$ cat src/design/bllm_pkg.sv
package bllm_pkg;

  localparam int CAPACITY_DEF    = 16;
  localparam int VALUE_WIDTH_DEF = 32;

  localparam int OP_W     = 3;
  localparam int DATA_W   = 32;
  localparam int POS_W    = 4;
  localparam int STATUS_W = 2;
  localparam int LEN_W    = 5;

  typedef logic [OP_W-1:0]     op_t;
  typedef logic [STATUS_W-1:0] status_t;

  localparam op_t OP_PUSH_FRONT = 3'd0;
  localparam op_t OP_PUSH_BACK  = 3'd1;
  localparam op_t OP_POP_FRONT  = 3'd2;
  localparam op_t OP_REMOVE_LAST = 3'd3;
  localparam op_t OP_REMOVE_AT  = 3'd4;

  localparam status_t ST_OK    = 2'd0;
  localparam status_t ST_EMPTY = 2'd1;
  localparam status_t ST_FULL  = 2'd2;

endpackage

$ cat src/design/bllm_ram.sv
module bllm_ram #(
  parameter int WIDTH = 32,
  parameter int DEPTH = 16
) (
  input  logic                     clk,
  input  logic                     we,
  input  logic [$clog2(DEPTH)-1:0] waddr,
  input  logic [WIDTH-1:0]         wdata,
  input  logic [$clog2(DEPTH)-1:0] raddr,
  output logic [WIDTH-1:0]         rdata
);

  logic [WIDTH-1:0] mem [DEPTH];

  always_ff @(posedge clk) begin
    if (we) begin
      mem[waddr] <= wdata;
    end
    rdata <= mem[raddr];
  end

endmodule

$ cat src/design/bounded_linked_list_manager.sv
// Singly linked list of up to CAPACITY signed values kept in a node store, with unused nodes
// chained on a free list. One request is taken at a time; each gives exactly one result with
// the removed value, a status and the new length. After reset the block chains the free list
// through the link memory and takes no request until that is done. Pushes and pop front pass
// through the execute state and a push or pop state to the result state; rejected requests go
// from the execute state straight to the result state. Remove last and remove at index follow
// the links one node per cycle through the link memory's read port; with the default store the
// slowest request is a remove at the last position of a full list. A finished result is held
// in an output register, so the next request can be accepted while it waits to be taken.
module bounded_linked_list_manager #(
  parameter int CAPACITY    = bllm_pkg::CAPACITY_DEF,
  parameter int VALUE_WIDTH = bllm_pkg::VALUE_WIDTH_DEF
) (
  input  logic                                 clk,
  input  logic                                 rst_n,
  input  logic                                 in_valid,
  output logic                                 in_ready,
  input  logic [bllm_pkg::OP_W-1:0]            in_operation,
  input  logic signed [bllm_pkg::DATA_W-1:0]   in_value,
  input  logic [bllm_pkg::POS_W-1:0]           in_position,
  output logic                                 out_valid,
  input  logic                                 out_ready,
  output logic signed [bllm_pkg::DATA_W-1:0]   out_removed_value,
  output logic [bllm_pkg::STATUS_W-1:0]        out_status,
  output logic [bllm_pkg::LEN_W-1:0]           out_length
);

  localparam int IW = $clog2(CAPACITY);
  localparam int CW = $clog2(CAPACITY + 1);
  localparam int MW = (CW > bllm_pkg::POS_W) ? CW : bllm_pkg::POS_W;

  localparam logic [3:0] S_INIT      = 4'd0;
  localparam logic [3:0] S_IDLE      = 4'd1;
  localparam logic [3:0] S_EXEC      = 4'd2;
  localparam logic [3:0] S_PUSH      = 4'd3;
  localparam logic [3:0] S_POP       = 4'd4;
  localparam logic [3:0] S_WALK      = 4'd5;
  localparam logic [3:0] S_STEP      = 4'd6;
  localparam logic [3:0] S_RMLAST    = 4'd7;
  localparam logic [3:0] S_VALRD     = 4'd8;
  localparam logic [3:0] S_AT_PREV   = 4'd9;
  localparam logic [3:0] S_AT_SEL    = 4'd10;
  localparam logic [3:0] S_AT_UNLINK = 4'd11;
  localparam logic [3:0] S_AT_FREE   = 4'd12;
  localparam logic [3:0] S_DONE      = 4'd13;

  logic [3:0] state_r, state_nxt;
  logic [IW-1:0] init_idx_r, init_idx_nxt;
  logic [IW-1:0] head_r, head_nxt;
  logic [IW-1:0] tail_r, tail_nxt;
  logic [IW-1:0] free_r, free_nxt;
  logic [CW-1:0] count_r, count_nxt;
  logic out_valid_r, out_valid_nxt;

  bllm_pkg::op_t op_r, op_nxt;
  logic signed [bllm_pkg::DATA_W-1:0] val_r, val_nxt;
  logic [bllm_pkg::POS_W-1:0] pos_r, pos_nxt;
  logic [IW-1:0] cursor_r, cursor_nxt;
  logic [CW-1:0] steps_r, steps_nxt;
  logic [IW-1:0] sel_r, sel_nxt;
  logic [bllm_pkg::DATA_W-1:0] res_val_r, res_val_nxt;
  bllm_pkg::status_t res_status_r, res_status_nxt;
  logic [bllm_pkg::DATA_W-1:0] out_val_r, out_val_nxt;
  bllm_pkg::status_t out_status_r, out_status_nxt;
  logic [bllm_pkg::LEN_W-1:0] out_len_r, out_len_nxt;

  logic link_we;
  logic [IW-1:0] link_waddr, link_wdata, link_raddr, link_rdata;
  logic val_we;
  logic [IW-1:0] val_waddr, val_raddr;
  logic [VALUE_WIDTH-1:0] val_wdata, val_rdata;

  logic signed [VALUE_WIDTH-1:0] val_rd_s;
  logic [63:0] val_wide;
  logic [bllm_pkg::DATA_W-1:0] removed;
  logic [CW-1:0] steps_dec;
  logic pos_bad;
  logic is_pop;

  bllm_ram #(.WIDTH(IW), .DEPTH(CAPACITY)) u_link_ram (
    .clk   (clk),
    .we    (link_we),
    .waddr (link_waddr),
    .wdata (link_wdata),
    .raddr (link_raddr),
    .rdata (link_rdata)
  );

  bllm_ram #(.WIDTH(VALUE_WIDTH), .DEPTH(CAPACITY)) u_value_ram (
    .clk   (clk),
    .we    (val_we),
    .waddr (val_waddr),
    .wdata (val_wdata),
    .raddr (val_raddr),
    .rdata (val_rdata)
  );

  assign val_rd_s  = val_rdata;
  assign val_wide  = 64'(val_rd_s);
  assign removed   = val_wide[bllm_pkg::DATA_W-1:0];
  assign steps_dec = steps_r - CW'(1);
  assign pos_bad   = MW'(pos_r) >= MW'(count_r);
  assign is_pop    = (op_r == bllm_pkg::OP_POP_FRONT) ||
                     ((op_r == bllm_pkg::OP_REMOVE_AT) && (pos_r == '0));

  assign in_ready          = (state_r == S_IDLE);
  assign out_valid         = out_valid_r;
  assign out_removed_value = out_val_r;
  assign out_status        = out_status_r;
  assign out_length        = out_len_r;

  always_comb begin
    state_nxt      = state_r;
    init_idx_nxt   = init_idx_r;
    head_nxt       = head_r;
    tail_nxt       = tail_r;
    free_nxt       = free_r;
    count_nxt      = count_r;
    out_valid_nxt  = out_valid_r;
    op_nxt         = op_r;
    val_nxt        = val_r;
    pos_nxt        = pos_r;
    cursor_nxt     = cursor_r;
    steps_nxt      = steps_r;
    sel_nxt        = sel_r;
    res_val_nxt    = res_val_r;
    res_status_nxt = res_status_r;
    out_val_nxt    = out_val_r;
    out_status_nxt = out_status_r;
    out_len_nxt    = out_len_r;
    link_we        = 1'b0;
    link_waddr     = free_r;
    link_wdata     = free_r;
    link_raddr     = head_r;
    val_we         = 1'b0;
    val_waddr      = free_r;
    val_wdata      = VALUE_WIDTH'(64'(val_r));
    val_raddr      = head_r;

    if (out_valid_r && out_ready) begin
      out_valid_nxt = 1'b0;
    end

    unique case (state_r)
      S_INIT: begin
        link_we    = 1'b1;
        link_waddr = init_idx_r;
        link_wdata = (init_idx_r == IW'(CAPACITY - 1)) ? '0 : init_idx_r + IW'(1);
        init_idx_nxt = init_idx_r + IW'(1);
        if (init_idx_r == IW'(CAPACITY - 1)) begin
          state_nxt = S_IDLE;
        end
      end
      S_IDLE: begin
        if (in_valid) begin
          op_nxt    = in_operation;
          val_nxt   = in_value;
          pos_nxt   = in_position;
          state_nxt = S_EXEC;
        end
      end
      S_EXEC: begin
        res_val_nxt    = '0;
        res_status_nxt = bllm_pkg::ST_OK;
        cursor_nxt     = head_r;
        state_nxt      = S_DONE;
        if ((op_r == bllm_pkg::OP_PUSH_FRONT) || (op_r == bllm_pkg::OP_PUSH_BACK)) begin
          if (count_r == CW'(CAPACITY)) begin
            res_status_nxt = bllm_pkg::ST_FULL;
          end else begin
            link_raddr = free_r;
            state_nxt  = S_PUSH;
          end
        end else if (is_pop || ((op_r == bllm_pkg::OP_REMOVE_LAST) && (count_r == CW'(1)))) begin
          if (count_r == '0) begin
            res_status_nxt = bllm_pkg::ST_EMPTY;
          end else begin
            link_raddr = head_r;
            val_raddr  = head_r;
            state_nxt  = S_POP;
          end
        end else if (op_r == bllm_pkg::OP_REMOVE_LAST) begin
          if (count_r == '0) begin
            res_status_nxt = bllm_pkg::ST_EMPTY;
          end else begin
            steps_nxt = count_r - CW'(2);
            state_nxt = S_WALK;
          end
        end else if (op_r == bllm_pkg::OP_REMOVE_AT) begin
          if (pos_bad) begin
            res_status_nxt = bllm_pkg::ST_EMPTY;
          end else begin
            steps_nxt = CW'(pos_r - bllm_pkg::POS_W'(1));
            state_nxt = S_WALK;
          end
        end
      end
      S_PUSH: begin
        val_we    = 1'b1;
        val_waddr = free_r;
        free_nxt  = link_rdata;
        count_nxt = count_r + CW'(1);
        state_nxt = S_DONE;
        if (count_r == '0) begin
          head_nxt = free_r;
          tail_nxt = free_r;
        end else if (op_r == bllm_pkg::OP_PUSH_FRONT) begin
          link_we    = 1'b1;
          link_waddr = free_r;
          link_wdata = head_r;
          head_nxt   = free_r;
        end else begin
          link_we    = 1'b1;
          link_waddr = tail_r;
          link_wdata = free_r;
          tail_nxt   = free_r;
        end
      end
      S_POP: begin
        res_val_nxt = removed;
        head_nxt    = link_rdata;
        link_we     = 1'b1;
        link_waddr  = head_r;
        link_wdata  = free_r;
        free_nxt    = head_r;
        count_nxt   = count_r - CW'(1);
        state_nxt   = S_DONE;
      end
      S_WALK: begin
        if (steps_r == '0) begin
          state_nxt = (op_r == bllm_pkg::OP_REMOVE_LAST) ? S_RMLAST : S_AT_PREV;
        end else begin
          link_raddr = cursor_r;
          state_nxt  = S_STEP;
        end
      end
      S_STEP: begin
        cursor_nxt = link_rdata;
        steps_nxt  = steps_dec;
        link_raddr = link_rdata;
        if (steps_dec == '0) begin
          state_nxt = (op_r == bllm_pkg::OP_REMOVE_LAST) ? S_RMLAST : S_AT_PREV;
        end
      end
      S_RMLAST: begin
        val_raddr  = tail_r;
        link_we    = 1'b1;
        link_waddr = tail_r;
        link_wdata = free_r;
        free_nxt   = tail_r;
        tail_nxt   = cursor_r;
        count_nxt  = count_r - CW'(1);
        state_nxt  = S_VALRD;
      end
      S_VALRD: begin
        res_val_nxt = removed;
        state_nxt   = S_DONE;
      end
      S_AT_PREV: begin
        link_raddr = cursor_r;
        state_nxt  = S_AT_SEL;
      end
      S_AT_SEL: begin
        sel_nxt    = link_rdata;
        link_raddr = link_rdata;
        val_raddr  = link_rdata;
        state_nxt  = S_AT_UNLINK;
      end
      S_AT_UNLINK: begin
        res_val_nxt = removed;
        link_we     = 1'b1;
        link_waddr  = cursor_r;
        link_wdata  = link_rdata;
        if (sel_r == tail_r) begin
          tail_nxt = cursor_r;
        end
        state_nxt = S_AT_FREE;
      end
      S_AT_FREE: begin
        link_we    = 1'b1;
        link_waddr = sel_r;
        link_wdata = free_r;
        free_nxt   = sel_r;
        count_nxt  = count_r - CW'(1);
        state_nxt  = S_DONE;
      end
      S_DONE: begin
        if (!out_valid_r || out_ready) begin
          out_valid_nxt  = 1'b1;
          out_val_nxt    = res_val_r;
          out_status_nxt = res_status_r;
          out_len_nxt    = bllm_pkg::LEN_W'(count_r);
          state_nxt      = S_IDLE;
        end
      end
      default: begin
        state_nxt = S_IDLE;
      end
    endcase
  end

  always_ff @(posedge clk) begin
    if (!rst_n) begin
      state_r     <= S_INIT;
      init_idx_r  <= '0;
      head_r      <= '0;
      tail_r      <= '0;
      free_r      <= '0;
      count_r     <= '0;
      out_valid_r <= 1'b0;
    end else begin
      state_r     <= state_nxt;
      init_idx_r  <= init_idx_nxt;
      head_r      <= head_nxt;
      tail_r      <= tail_nxt;
      free_r      <= free_nxt;
      count_r     <= count_nxt;
      out_valid_r <= out_valid_nxt;
    end
  end

  always_ff @(posedge clk) begin
    op_r         <= op_nxt;
    val_r        <= val_nxt;
    pos_r        <= pos_nxt;
    cursor_r     <= cursor_nxt;
    steps_r      <= steps_nxt;
    sel_r        <= sel_nxt;
    res_val_r    <= res_val_nxt;
    res_status_r <= res_status_nxt;
    out_val_r    <= out_val_nxt;
    out_status_r <= out_status_nxt;
    out_len_r    <= out_len_nxt;
  end

endmodule

$ cat config.mk
export PLATFORM = sky130hd
export DESIGN_NAME = bounded_linked_list_manager
export DESIGN_NICKNAME = d
export VERILOG_FILES = /design/src/design/bllm_pkg.sv /design/src/design/bllm_ram.sv /design/src/design/bounded_linked_list_manager.sv
export SDC_FILE = /design/constraint.sdc
export NUM_CORES = 1
export LEC_CHECK = 0
export BUFFER_PORTS_ARGS = -buffer_cell sky130_fd_sc_hd__buf_4
export CORE_MARGIN = 3
export CORE_UTILIZATION = 45
export DETAILED_ROUTE_END_ITERATION = 10
export GPL_TIMING_DRIVEN = 0
export PLACE_DENSITY = 0.6
export SYNTH_ARGS = -nofsm -noshare
export SYNTH_HDL_FRONTEND = slang
export SYNTH_HIERARCHICAL = 1
export SYNTH_SLANG_ARGS = --single-unit
$ cat constraint.sdc
create_clock -name clk -period 4.3 [get_ports clk]
set_input_delay 0.86 -clock clk [delete_from_list [all_inputs] [get_ports clk]]
set_output_delay 0.86 -clock clk [all_outputs]
set_load 0.03 [all_outputs]
; ---- Word-level counts from Yosys, hierarchy flattened
; Memories as Yosys holds them, arrays and structs flattened. A register that Yosys moved wholly into a read port is not among the register bits.
; Index checks and enable logic that the tools add are counted.
[word_totals]
regBits = 151
ramBits = 576
in_bits = 43
output_inout_bits = 41
elab_cells = 153
n_memories = 2
[classes]
n_addsub = 6
order_cmp = 1
n_eq_ne = 33
muxes = 62
reduce_logical = 31
[mem_list]
columns = memory, words, width, read_ports, rd_clocked_by_memory_dff, write_ports, line_no
row1 = u_value_ram.mem, 16, 32, 1, 1, 1, bllm_ram.sv:13  ; logic [WIDTH-1:0] mem [DEPTH];
row2 = u_link_ram.mem, 16, 4, 1, 1, 1, bllm_ram.sv:13
[ops]
columns = op, count
row1 = 2-to-1 mux 4 bit, 27
row2 = one-hot mux 32 bit (2 select lines), 1
row3 = one-hot mux 4 bit (11 select lines), 1
row4 = one-hot mux 4 bit (4 select lines), 2
row5 = 2-to-1 mux 5 bit, 6
row6 = == test 4 bit (second input constant), 7
row7 = one-hot mux 4 bit (2 select lines), 3
row8 = one-hot mux 4 bit (3 select lines), 2
row9 = one-hot mux 4 bit (6 select lines), 1
row10 = one-hot mux 5 bit (2 select lines), 2
row11 = == test 4 x 3 -> 1 bit (second input constant), 4
row12 = zero test 5 bit, 3
row13 = != test 3 bit (second input constant), 5
row14 = != test 2 bit (second input constant), 7
row15 = 2-to-1 mux 1 bit, 12
row16 = subtractor 5 x 1 -> 5 bit (second input constant), 2
row17 = == test 4 x 2 -> 1 bit (second input constant), 2
row18 = zero test 4 bit, 2
row19 = 2-to-1 mux 2 bit, 4
row20 = nonzero test 2 bit, 4
row21 = == test 3 x 2 -> 1 bit (second input constant), 2
row22 = AND reduction 2 bit, 3
row23 = AND reduction 6 bit, 1
row24 = OR reduction 3 bit, 2
row25 = 23 further kinds, 28

; ---- Logic depth before layout (Yosys ltp)
; Gate-level depths: netlist (run 1).
[depth]
ltp_word = 7
mapped_depth = 13
ltp_nobuf = 10

; ---- Modules after synthesis
; The synthesis (run 1) kept the hierarchy.
[modules_own_cells]
columns = module, instances, cells_each, area_per_inst_um2
row1 = bllm_ram at u_value_ram, 1, 838, 19835.3
row2 = bounded_linked_list_manager, 1, 535, 6791.5
row3 = bllm_ram at u_link_ram, 1, 130, 2666.3

; ---- Least setup slack after synthesis (run 1)
; OpenSTA, ideal clock, no wires.
[synth_timing]
kind = register -> register
from = reg state_r[2]
to = mem u_value_ram.mem[0][0], enable pin
arrival_time_ps = 3690
t_required_ps = 3839
slack_ps = 149
stages_incl_launch_ff = 7
period_less_slack_ps = 4151
cell_sequence = dfxtp_1 -> buf_2 -> nor2_1 -> nand3_1 -> inv_2 -> or3b_2 -> nor3_1
[synth_between]
elab_chain_len = 4
[synth_lines]
columns = element, line_no
row1 = from (decl), bounded_linked_list_manager.sv:47  ; logic [3:0] state_r, state_nxt;
row2 = from (signal assigned), bounded_linked_list_manager.sv:312  ; state_r <= state_nxt;
row3 = == test 4 x 2 -> 1 bit, bounded_linked_list_manager.sv:144  ; unique case (state_r)
row4 = 2-to-1 mux 1 bit, bounded_linked_list_manager.sv:144
row5 = via val_we, bounded_linked_list_manager.sv:69  ; logic val_we;
row6 = 2-to-1 mux 1 bit, bllm_ram.sv:16  ; if (we) begin
row7 = 2-to-1 mux 1 bit (not written as such), bllm_ram.sv:17  ; mem[waddr] <= wdata;
row8 = to (decl), bllm_ram.sv:13
; The timed path passes the listed nets, and every way through them passes these cells.

; ---- Worst setup path after layout (run 1)
[layout_timing]
from = reg count_r[0]
to = reg u_link_ram.rdata[1] (read register of u_link_ram.mem)
[layout_between]
elab_chain_len = 4
[layout_lines]
columns = element, line_no
row1 = from (decl), bounded_linked_list_manager.sv:52  ; logic [CW-1:0] count_r, count_nxt;
row2 = from (signal assigned), bounded_linked_list_manager.sv:317  ; count_r <= count_nxt;
row3 = == test 5 bit, bounded_linked_list_manager.sv:168  ; if (count_r == CW'(CAPACITY)) begin
row4 = 2-to-1 mux 4 bit, bounded_linked_list_manager.sv:168
row5 = 2-to-1 mux 4 bit, bounded_linked_list_manager.sv:167  ; if ((op_r == bllm_pkg::OP_PUSH_FRONT) || (op_r == bllm_pkg::OP_PUSH_BACK)) begin
row6 = one-hot mux 4 bit (4 select lines), bounded_linked_list_manager.sv:144
row7 = via link_raddr[1], bounded_linked_list_manager.sv:68  ; logic [IW-1:0] link_waddr, link_wdata, link_raddr, link_rdata;
row8 = to (decl), bllm_ram.sv:10  ; output logic [WIDTH-1:0] rdata
; The timed path passes the listed nets, and every way through them passes these cells.
; A chain may end at the register's enable or synchronous reset.

==> metrics.md, run 1 <==
| Metric | Value |
|---|---|
| Final clock period utilization by the worst path | `90.4%` |
| Final net count | `1756` |
| Antenna violation net count after detailed routing | `0` |
| First-pass DRT Iterations | `5` |
| Buffers plus inverters on the worst setup path | `3` |
| Clock network fraction of total power | `44.5%` |
| Core area | `63800 µm²` |
| Setup Skew | `19.6 ps` |
| Initial Util | `45.9%` |
| DP Worst Slack | `roughly 460 ps` |
| Slew headroom | `a little under a third` |
| Wire length per cell | `25.5 µm` |
| Kind of critical path | `reg2reg` |
| CP startpoint | `count_r[0]` |
| Post-synth top area share | `71.9%` |
| Total Routed Length | `66600 µm` |
| Number of global-route vias before repair | `15400` |
| Total power | `0.0147 W` |
| Seq/Total Area, Yosys | `76.1%` |
| Clk buf depth | `3` |
| Synth async-reset ratio | `0%` |
| Chip Width | `around 260 µm` |
| VDD IR max | `317 µV` |
| Netlist Area Pre-Place | `between 20000 and 30000 µm²` |
| Status | `completed` |
| Post-synth cell types | `76` |
| Clock Latency Late Sink | `between 600 and 700 ps` |
| Max-Cap Viols | `0` |
| Area Growth Syn to Fin | `16.5%` |
| Vias per cell | `a little under 6` |
| R2R Path End | `u_link_ram/rdata[1]` |
| Final hold viol count | `0` |
| CP endpoint | `u_link_ram/rdata[1]` |
| Antenna violations before repair | `0` |
| Crit-path slowest cell | `dfxtp_1` |
| Final Cell Area | `approximately 34000 µm²` |
| Leak | `10.9 nW` |
| Post-synth EDFFs | `701` |
| DR vias | `between 15000 and 20000` |
| Top Usage Layer GRT | `met2` |
| Met1 GRT Util | `between 20% and 30%` |
| Post-Syn Nets | `1562` |
| Top Family by Delay on Critical Path | `simple AND/OR/NAND/NOR gates` |
| CP required | `4780 ps` |
| Grt met2 use | `32.0%` |
| Num CTS Buffers | `79` |
| Met3 usage | `3.48%` |
| Cts repair resizes | `0` |
| Synth Instances | `1503` |
| CP startpoint kind | `flop` |
| Setup-failing EPs final | `0` |
| Net Sw Power | `0.00284 W` |
| Max Fclk | `257 MHz` |
| HPWL Detailed | `42600 µm` |
| Die height | `261 µm` |
| Hold-fix buffers, CTS | `0` |
| CP most frequent cell | `nand3_1` |
| DRT iter0 DRCs | `approximately 1500` |
| Largest cells by area after synthesis | `edfxtp_1 72%, mux4_2 10%, dfxtp_1 4.2%, a22oi_1 2.0%, mux4_1 1.3%` |
| Site Rows | `92` |
| GRT Total Usage | `19.9%` |
| Crit path largest cell delay | `between 500 and 600 ps` |
| PD cells | `between 400 and 500 nW/µm²` |
| Worst path cell trace | `inv_1 -> ha_1 -> nand4bb_1 -> nor3b_2 -> nand3_1 -> a221oi_1 -> a221o_1 -> clkbuf_1 -> buf_2 -> mux4_2 -> a22oi_1 -> nand3_1` |
| Port bufs | `82` |
| Reg2Reg Setup Slack | `410 ps` |
| Syn_area_per_cell | `19.5 µm²` |
| Setup_tns | `0 ps` |
| Share of cells above drive strength 1 | `24.2%` |
| R2r startpoint | `count_r[0]` |
| Worst setup margin | `slightly above 400 ps` |
| CTS tree | `yes` |
| RSZ-0062 raised after global routing | `no` |
| YS warnings | `6` |
| Final worst path period need | `3890 ps` |
| Top FF cell, synth | `edfxtp_1` |
| H-tree lvl count | `3` |
| CP Depth | `12` |
| First-pass GRT wire length | `99100 µm` |
| GP Congestion | `0.832` |
| Die area | `68200 µm²` |
| Clock sinks | `763` |
| Final Max Tran Viols | `0` |
| Tightest Pin Transition | `1050 ps` |
| IO Pins | `84` |
| Crit path max fanout | `10` |
| Combinational fraction of design power | `0.8%` |
| CP Capture Type | `flop` |
| Flop pwr share | `a little over half` |
| Root buf cell | `clkbuf_16` |
| Pin count of the biggest net entering global routing | `40` |
| Post-synth top area cell | `edfxtp_1` |
| Post-DP Area | `~32000 µm²` |
| Antenna cells | `0` |
| Net Sw Frac | `19.3%` |
| Clock transition at path regs | `60 ps` |
| DR DRC count | `0` |
| Post-CTS Setup Bufs | `0` |
| Gr ovfl total | `0` |
| Register bit total from synthesis | `763` |
| Int Pwr | `0.0119 W` |
| R2r worst-path depth | `12` |
| Worst hold path class | `reg2reg` |
| Fillers | `around 5000` |
| WP data arrival | `4370 ps` |
-- worst reg2reg max path, delay by kind of cell (launching register included) --
kind,cells,cell delay [ps]
AO/OA/AOI/OAI,3,800
adder cells (fa/ha/maj),1,240
buffers and inverters,3,810
flip-flops,1,580
multiplexers,1,370
AND/OR/NAND/NOR,4,970
-- per-stage QoR --
step	hold slack, ps	instances	utilization (%)
global route	375	2609	53.5
detailed placement	405	2462	49.6
CTS	370	2609	53.5
finish	400	2609	53.5
floorplan	400	1503	-
global placement	404	2431	48.6
-- sequential cells by signal (all words and copies together), names as in the netlist, 2 cells and up --
signal             flops
state_r                4
out_length             5
head_r                 4
free_r                 4
count_r                5
pos_r                  4
steps_r                5
res_status_r           2
out_status             2
out_removed_value     32
u_value_ram/mem      512
res_val_r             32
val_r                 32
init_idx_r             4
u_link_ram/mem        64
sel_r                  4
u_value_ram/rdata     32
tail_r                 4
u_link_ram/rdata       4
op_r                   3
cursor_r               4
-- worst min-delay path by stage --
stage | cells past startpoint | slack (ps) | end | start
3_5_place_dp | 0 | 400 | out_removed_value[22] | res_val_r[22]
3_3_place_gp | 0 | 400 | out_status[0] | res_status_r[0]
4_1_cts | 1 | 370 | val_r[29] | in_value[29]
5_1_grt | 1 | 380 | val_r[29] | in_value[29]
6_report | 0 | 400 | out_removed_value[22] | res_val_r[22]
2_1_floorplan | 0 | 400 | out_removed_value[0] | res_val_r[0]
-- per-layer routing --
metal / routed length, µm / part of all wire, %
met1: 28300 / 42
met2: 32200 / 48
met3: 4210 / 6.3
met4: 1860 / 2.8
met5: 0 / 0
-- logic make-up (layout without fill, tap and decap cells) --
logic type,after synthesis,after routing,synth area share [%]
AOI/OAI and AO/OA,196,196,4.75
adders and majority gates,16,16,0.683
DFF,763,763,76.1
muxes,162,162,11.9
buffers and inverters,83,343,1.49
xor gates and xnor gates,19,19,0.568
and+or+nand+nor,264,264,4.51
-- layout by cell type (no fill, tap or decap), drive strengths merged, types with 5 or more instances in the layout --
cell type and instances:
dfxtp 62, xor2 7, xnor2 12, nor3 25
clkbuf 143, nand2b 10, a221oi 5, mux4 144
nor2b 39, ha 16, edfxtp 701, o21ai 25
nand3b 5, mux2 8, a21oi 32, a22oi 77
mux2i 10, a2bb2oi 5, nor2 55, o31a 5
nand2 83, a31oi 9, clkinv 31, a221o 10
buf 151, inv 14, nand3 24
-- cell usage after synthesis, drive strengths merged, types with 4 or more instances --
master / n
a21oi: 32
a221oi: 5
nor2: 55
nand3b: 5
mux2i: 10
and2: 4
o21a: 4
dfxtp: 62
nor2b: 39
a221o: 10
buf: 38
nand3: 24
ha: 16
o21ai: 25
nor3: 25
nand2b: 10
clkbuf: 32
nand2: 83
mux2: 8
xnor2: 12
a22oi: 77
a2bb2oi: 5
edfxtp: 701
a31oi: 9
xor2: 7
mux4: 144
inv: 12
a21o: 4
o31a: 5
-- layout make-up --
class                           instances  area (µm²)  share of cell area [%]
Clock inverter                         36         307                   0.898
Sequential cell                       763       22300                    65.3
Buffer                                 70         389                    1.14
Inverter                               13        48.8                   0.143
Tap cell                              846        1060                    3.10
Multi-Input combinational cell        657        6690                    19.6
Timing Repair Buffer                  113        1130                    3.30
Clock buffer                          111        2210                    6.48
-- power by group through the flow --
stage	registers (W)	logic, W	clock network, W
floorplan	0.00820	0.0000608	0
global route	0.00805	0.000131	0.00702
global placement	0.00821	0.000118	0
detailed placement	0.00821	0.000122	0
CTS	0.00805	0.000122	0.00671
finish	0.00805	0.000122	0.00654
Note: power is estimated with default switching activity, not from simulation.
==> run 2: changes to the inputs <==
--- a/config.mk
+++ b/config.mk
@@ -11,6 +11,7 @@
 export DETAILED_ROUTE_END_ITERATION = 10
 export GPL_TIMING_DRIVEN = 0
 export PLACE_DENSITY = 0.6
+export RECOVER_POWER = 100
 export SYNTH_ARGS = -nofsm -noshare
 export SYNTH_HDL_FRONTEND = slang
 export SYNTH_HIERARCHICAL = 1
==> run 2 against run 1 <==
Net effect: the flow now finishes with violations (capacitance limit, slew limit); flip-flop and latch count did not move; routed wire length is 0.24% lower; sequential share of layout area rose by 1.1 points; first-iteration DRC count is 7.1% lower; global-route usage did not move; largest cell class unchanged; critical path depth is 6 lower; count of clock-buffer cells in the layout unchanged; worst hold slack about the same; fmax down 1.5%; total power hardly changed; via count shrank 0.14%.
==> metrics.md, run 2 (synthesized netlist as in run 1, its figures left out) <==
| Metric | Value |
|---|---|
| Failing checks | `capacitance limit, slew limit` |
| Hold Path End | `out_removed_value[22]` |
| Final clock period utilization by the worst path | `91.8% (+1.4 points)` |
| Placed cells | `2462 (unchanged)` |
| DR DRC count | `0 (unchanged)` |
| Max-Cap Viols | `5 (+5)` |
| Initial Util | `45.9% (unchanged)` |
| Combinational fraction of design power | `0.8% (about the same)` |
| First-pass GRT wire length | `99100 µm (unchanged)` |
| Vias per cell | `5.76 (-0.14%)` |
| R2r worst-path depth | `6 (-6)` |
| Port bufs | `82 (unchanged)` |
| Root buf cell | `clkbuf_16` |
| Chip Width | `261 µm (unchanged)` |
| Hold-fix buffers, CTS | `0 (unchanged)` |
| CTS tree | `yes` |
| Share of cells above drive strength 1 | `19.5% (-4.7 points)` |
| Crit path max fanout | `15 (+5)` |
| Core area | `63800 µm² (unchanged)` |
| WP data arrival | `4260 ps (-110 ps)` |
| Die height | `261 µm (unchanged)` |
| Commonest non-fill, non-tap cell in the layout | `edfxtp_1` |
| Max Fclk | `253 MHz (-1.5%)` |
| Fin util | `52.6% (-0.86 points)` |
| Antenna cells | `0 (unchanged)` |
| Reg2Reg Setup Slack | `350 ps (-60 ps)` |
| R2R Path End | `out_removed_value[8]` |
| Post-CTS Setup Bufs | `0 (unchanged)` |
| Crit-path slowest cell | `nor2b_1` |
| Kind of critical path | `reg2reg` |
| Num CTS Buffers | `79 (unchanged)` |
| Site Rows | `92 (unchanged)` |
| Total Routed Length | `66500 µm (-0.24%)` |
| Slew headroom | `-89.1% (-120 points)` |
| Net Sw Power | `0.00284 W (about the same)` |
| R2r startpoint | `state_r[2]` |
| Status | `finished with violations` |
| Clk buf depth | `3 (unchanged)` |
| Worst hold path class | `reg2reg` |
| Largest register by flop count | `u_value_ram/mem` |
| Worst path cell trace | `clkbuf_1 -> clkbuf_1 -> clkbuf_1 -> nand3_1 -> nor2b_1 -> buf_16` |
| Most frequent cells in the layout | `701 x edfxtp_1, 130 x mux4_2, 124 x clkbuf_1, 83 x nand2_1, 81 x clkbuf_16` |
| Hold path startpoint | `res_val_r[22]` |
| HPWL Detailed | `42600 µm (unchanged)` |
| Crit path largest cell delay | `1580 ps (+1000 ps)` |
| CP startpoint kind | `flop` |
| Leak | `10.6 nW (-3.0%)` |
| Setup-failing EPs final | `0 (unchanged)` |
| First-pass DRT Iterations | `6 (+1)` |
| Net Sw Frac | `19.3% (about the same)` |
| Cts repair resizes | `0 (unchanged)` |
| Registers with the most flip-flops | `u_value_ram/mem (512), u_link_ram/mem (64)` |
| H-tree lvl count | `3 (unchanged)` |
| Fillers | `5131 (+2.0%)` |
| Final hold viol count | `0 (unchanged)` |
| Flop pwr share | `54.7% (about the same)` |
| Clock sinks | `763 (unchanged)` |
| Hold_ws | `401 ps (+0.264 ps)` |
| Antenna violation net count after detailed routing | `0 (unchanged)` |
| CP Capture Type | `flop` |
| CP most frequent cell | `clkbuf_1` |
| DRT iter0 DRCs | `1379 (-7.1%)` |
| Final Max Tran Viols | `95 (+95)` |
| Antenna violations before repair | `0 (unchanged)` |
| Total power | `0.0147 W (about the same)` |
| Int Pwr | `0.0119 W (about the same)` |
| Clock transition at path regs | `60 ps (about the same)` |
| Worst hold path cell count | `0 (unchanged)` |
| Wire length per cell | `25.5 µm (-0.24%)` |
| Gr ovfl total | `0 (unchanged)` |
| RSZ-0062 raised after global routing | `no` |
| VDD IR max | `318 µV (+0.24%)` |
| Clock Latency Late Sink | `620 ps (about the same)` |
| CP required | `4610 ps (-170 ps)` |
| PD cells | `438 nW/µm² (+1.6%)` |
| Final worst path period need | `3950 ps (+60.7 ps)` |
| Pin count of the biggest net entering global routing | `40 (unchanged)` |
| DR vias | `15000 (-0.14%)` |
| GP Congestion | `0.832 (unchanged)` |
| Area Growth Syn to Fin | `14.6%` |
| IO Pins | `84 (unchanged)` |
| Non-filler cells, final | `2609 (unchanged)` |
| Tightest Pin Transition | `2840 ps (+1790 ps)` |
| Number of global-route vias before repair | `15400 (unchanged)` |
| Setup Skew | `20.0 ps (+0.423 ps)` |
| Clock network fraction of total power | `44.5% (about the same)` |
| Die area | `68200 µm² (unchanged)` |
| Number of flip-flops under the largest register name | `512 (unchanged)` |
| Final net count | `1756 (unchanged)` |
| GRT Total Usage | `19.9% (unchanged)` |
## run 2: layout make-up
cell class	instances	area [µm²]	share of cell area (%)
Sequential cell	763	22300	66.4
Multi-Input combinational cell	657	6560	19.5
Clock buffer	111	2210	6.58
Tap cell	846	1060	3.15
Timing Repair Buffer	113	732	2.18
Buffer	70	362	1.08
Clock inverter	36	307	0.913
Inverter	13	48.8	0.145
## run 2: metal layers
layer  vias up  global-route usage [%]  part of all wire [%]
met4         0                    6.07                   2.8
met5         -                       0                     0
met1      7881                    28.0                    43
li1       6545                       -                     -
met3       108                    3.48                   6.0
met2       497                    32.0                    49
## run 2: worst max-delay path, delay by kind of cell (launching register included)
kind,cells,cell delay (ps)
AND/OR/NAND/NOR,2,1830
flip-flops,1,310
buffers and inverters,4,1450
## run 2: worst max-delay path by stage
stage / slack, ps / depth (start not counted) / endpoint / startpoint
finish: 350 / 6 / out_removed_value[8] / state_r[2]
global route: 130 / 6 / out_removed_value[8] / state_r[2]
CTS: 430 / 12 / u_link_ram/rdata[1] / count_r[1]
detailed placement: 460 / 12 / u_link_ram/rdata[1] / count_r[0]
global placement: -2780 / 6 / u_value_ram/mem[4][12] / state_r[2]
floorplan: 150 / 6 / u_value_ram/mem[0][0] / state_r[2]
## run 2: power by group through the flow
stage	sequential [W]	combinational, W	clock, W
5_1_grt	0.00805	0.000128	0.00702
3_3_place_gp	0.00821	0.000118	0
4_1_cts	0.00805	0.000122	0.00671
2_1_floorplan	0.00820	0.0000608	0
6_report	0.00805	0.000117	0.00654
3_5_place_dp	0.00821	0.000122	0
## run 2: stage by stage
stage	instance area, µm²	TNS (ps)	worst slack [ps]
2_1_floorplan	29300	0	149
3_3_place_gp	31000	-706280	-2780
3_5_place_dp	31600	0	460
4_1_cts	34100	0	426
5_1_grt	33600	0	128
6_report	33600	0	352
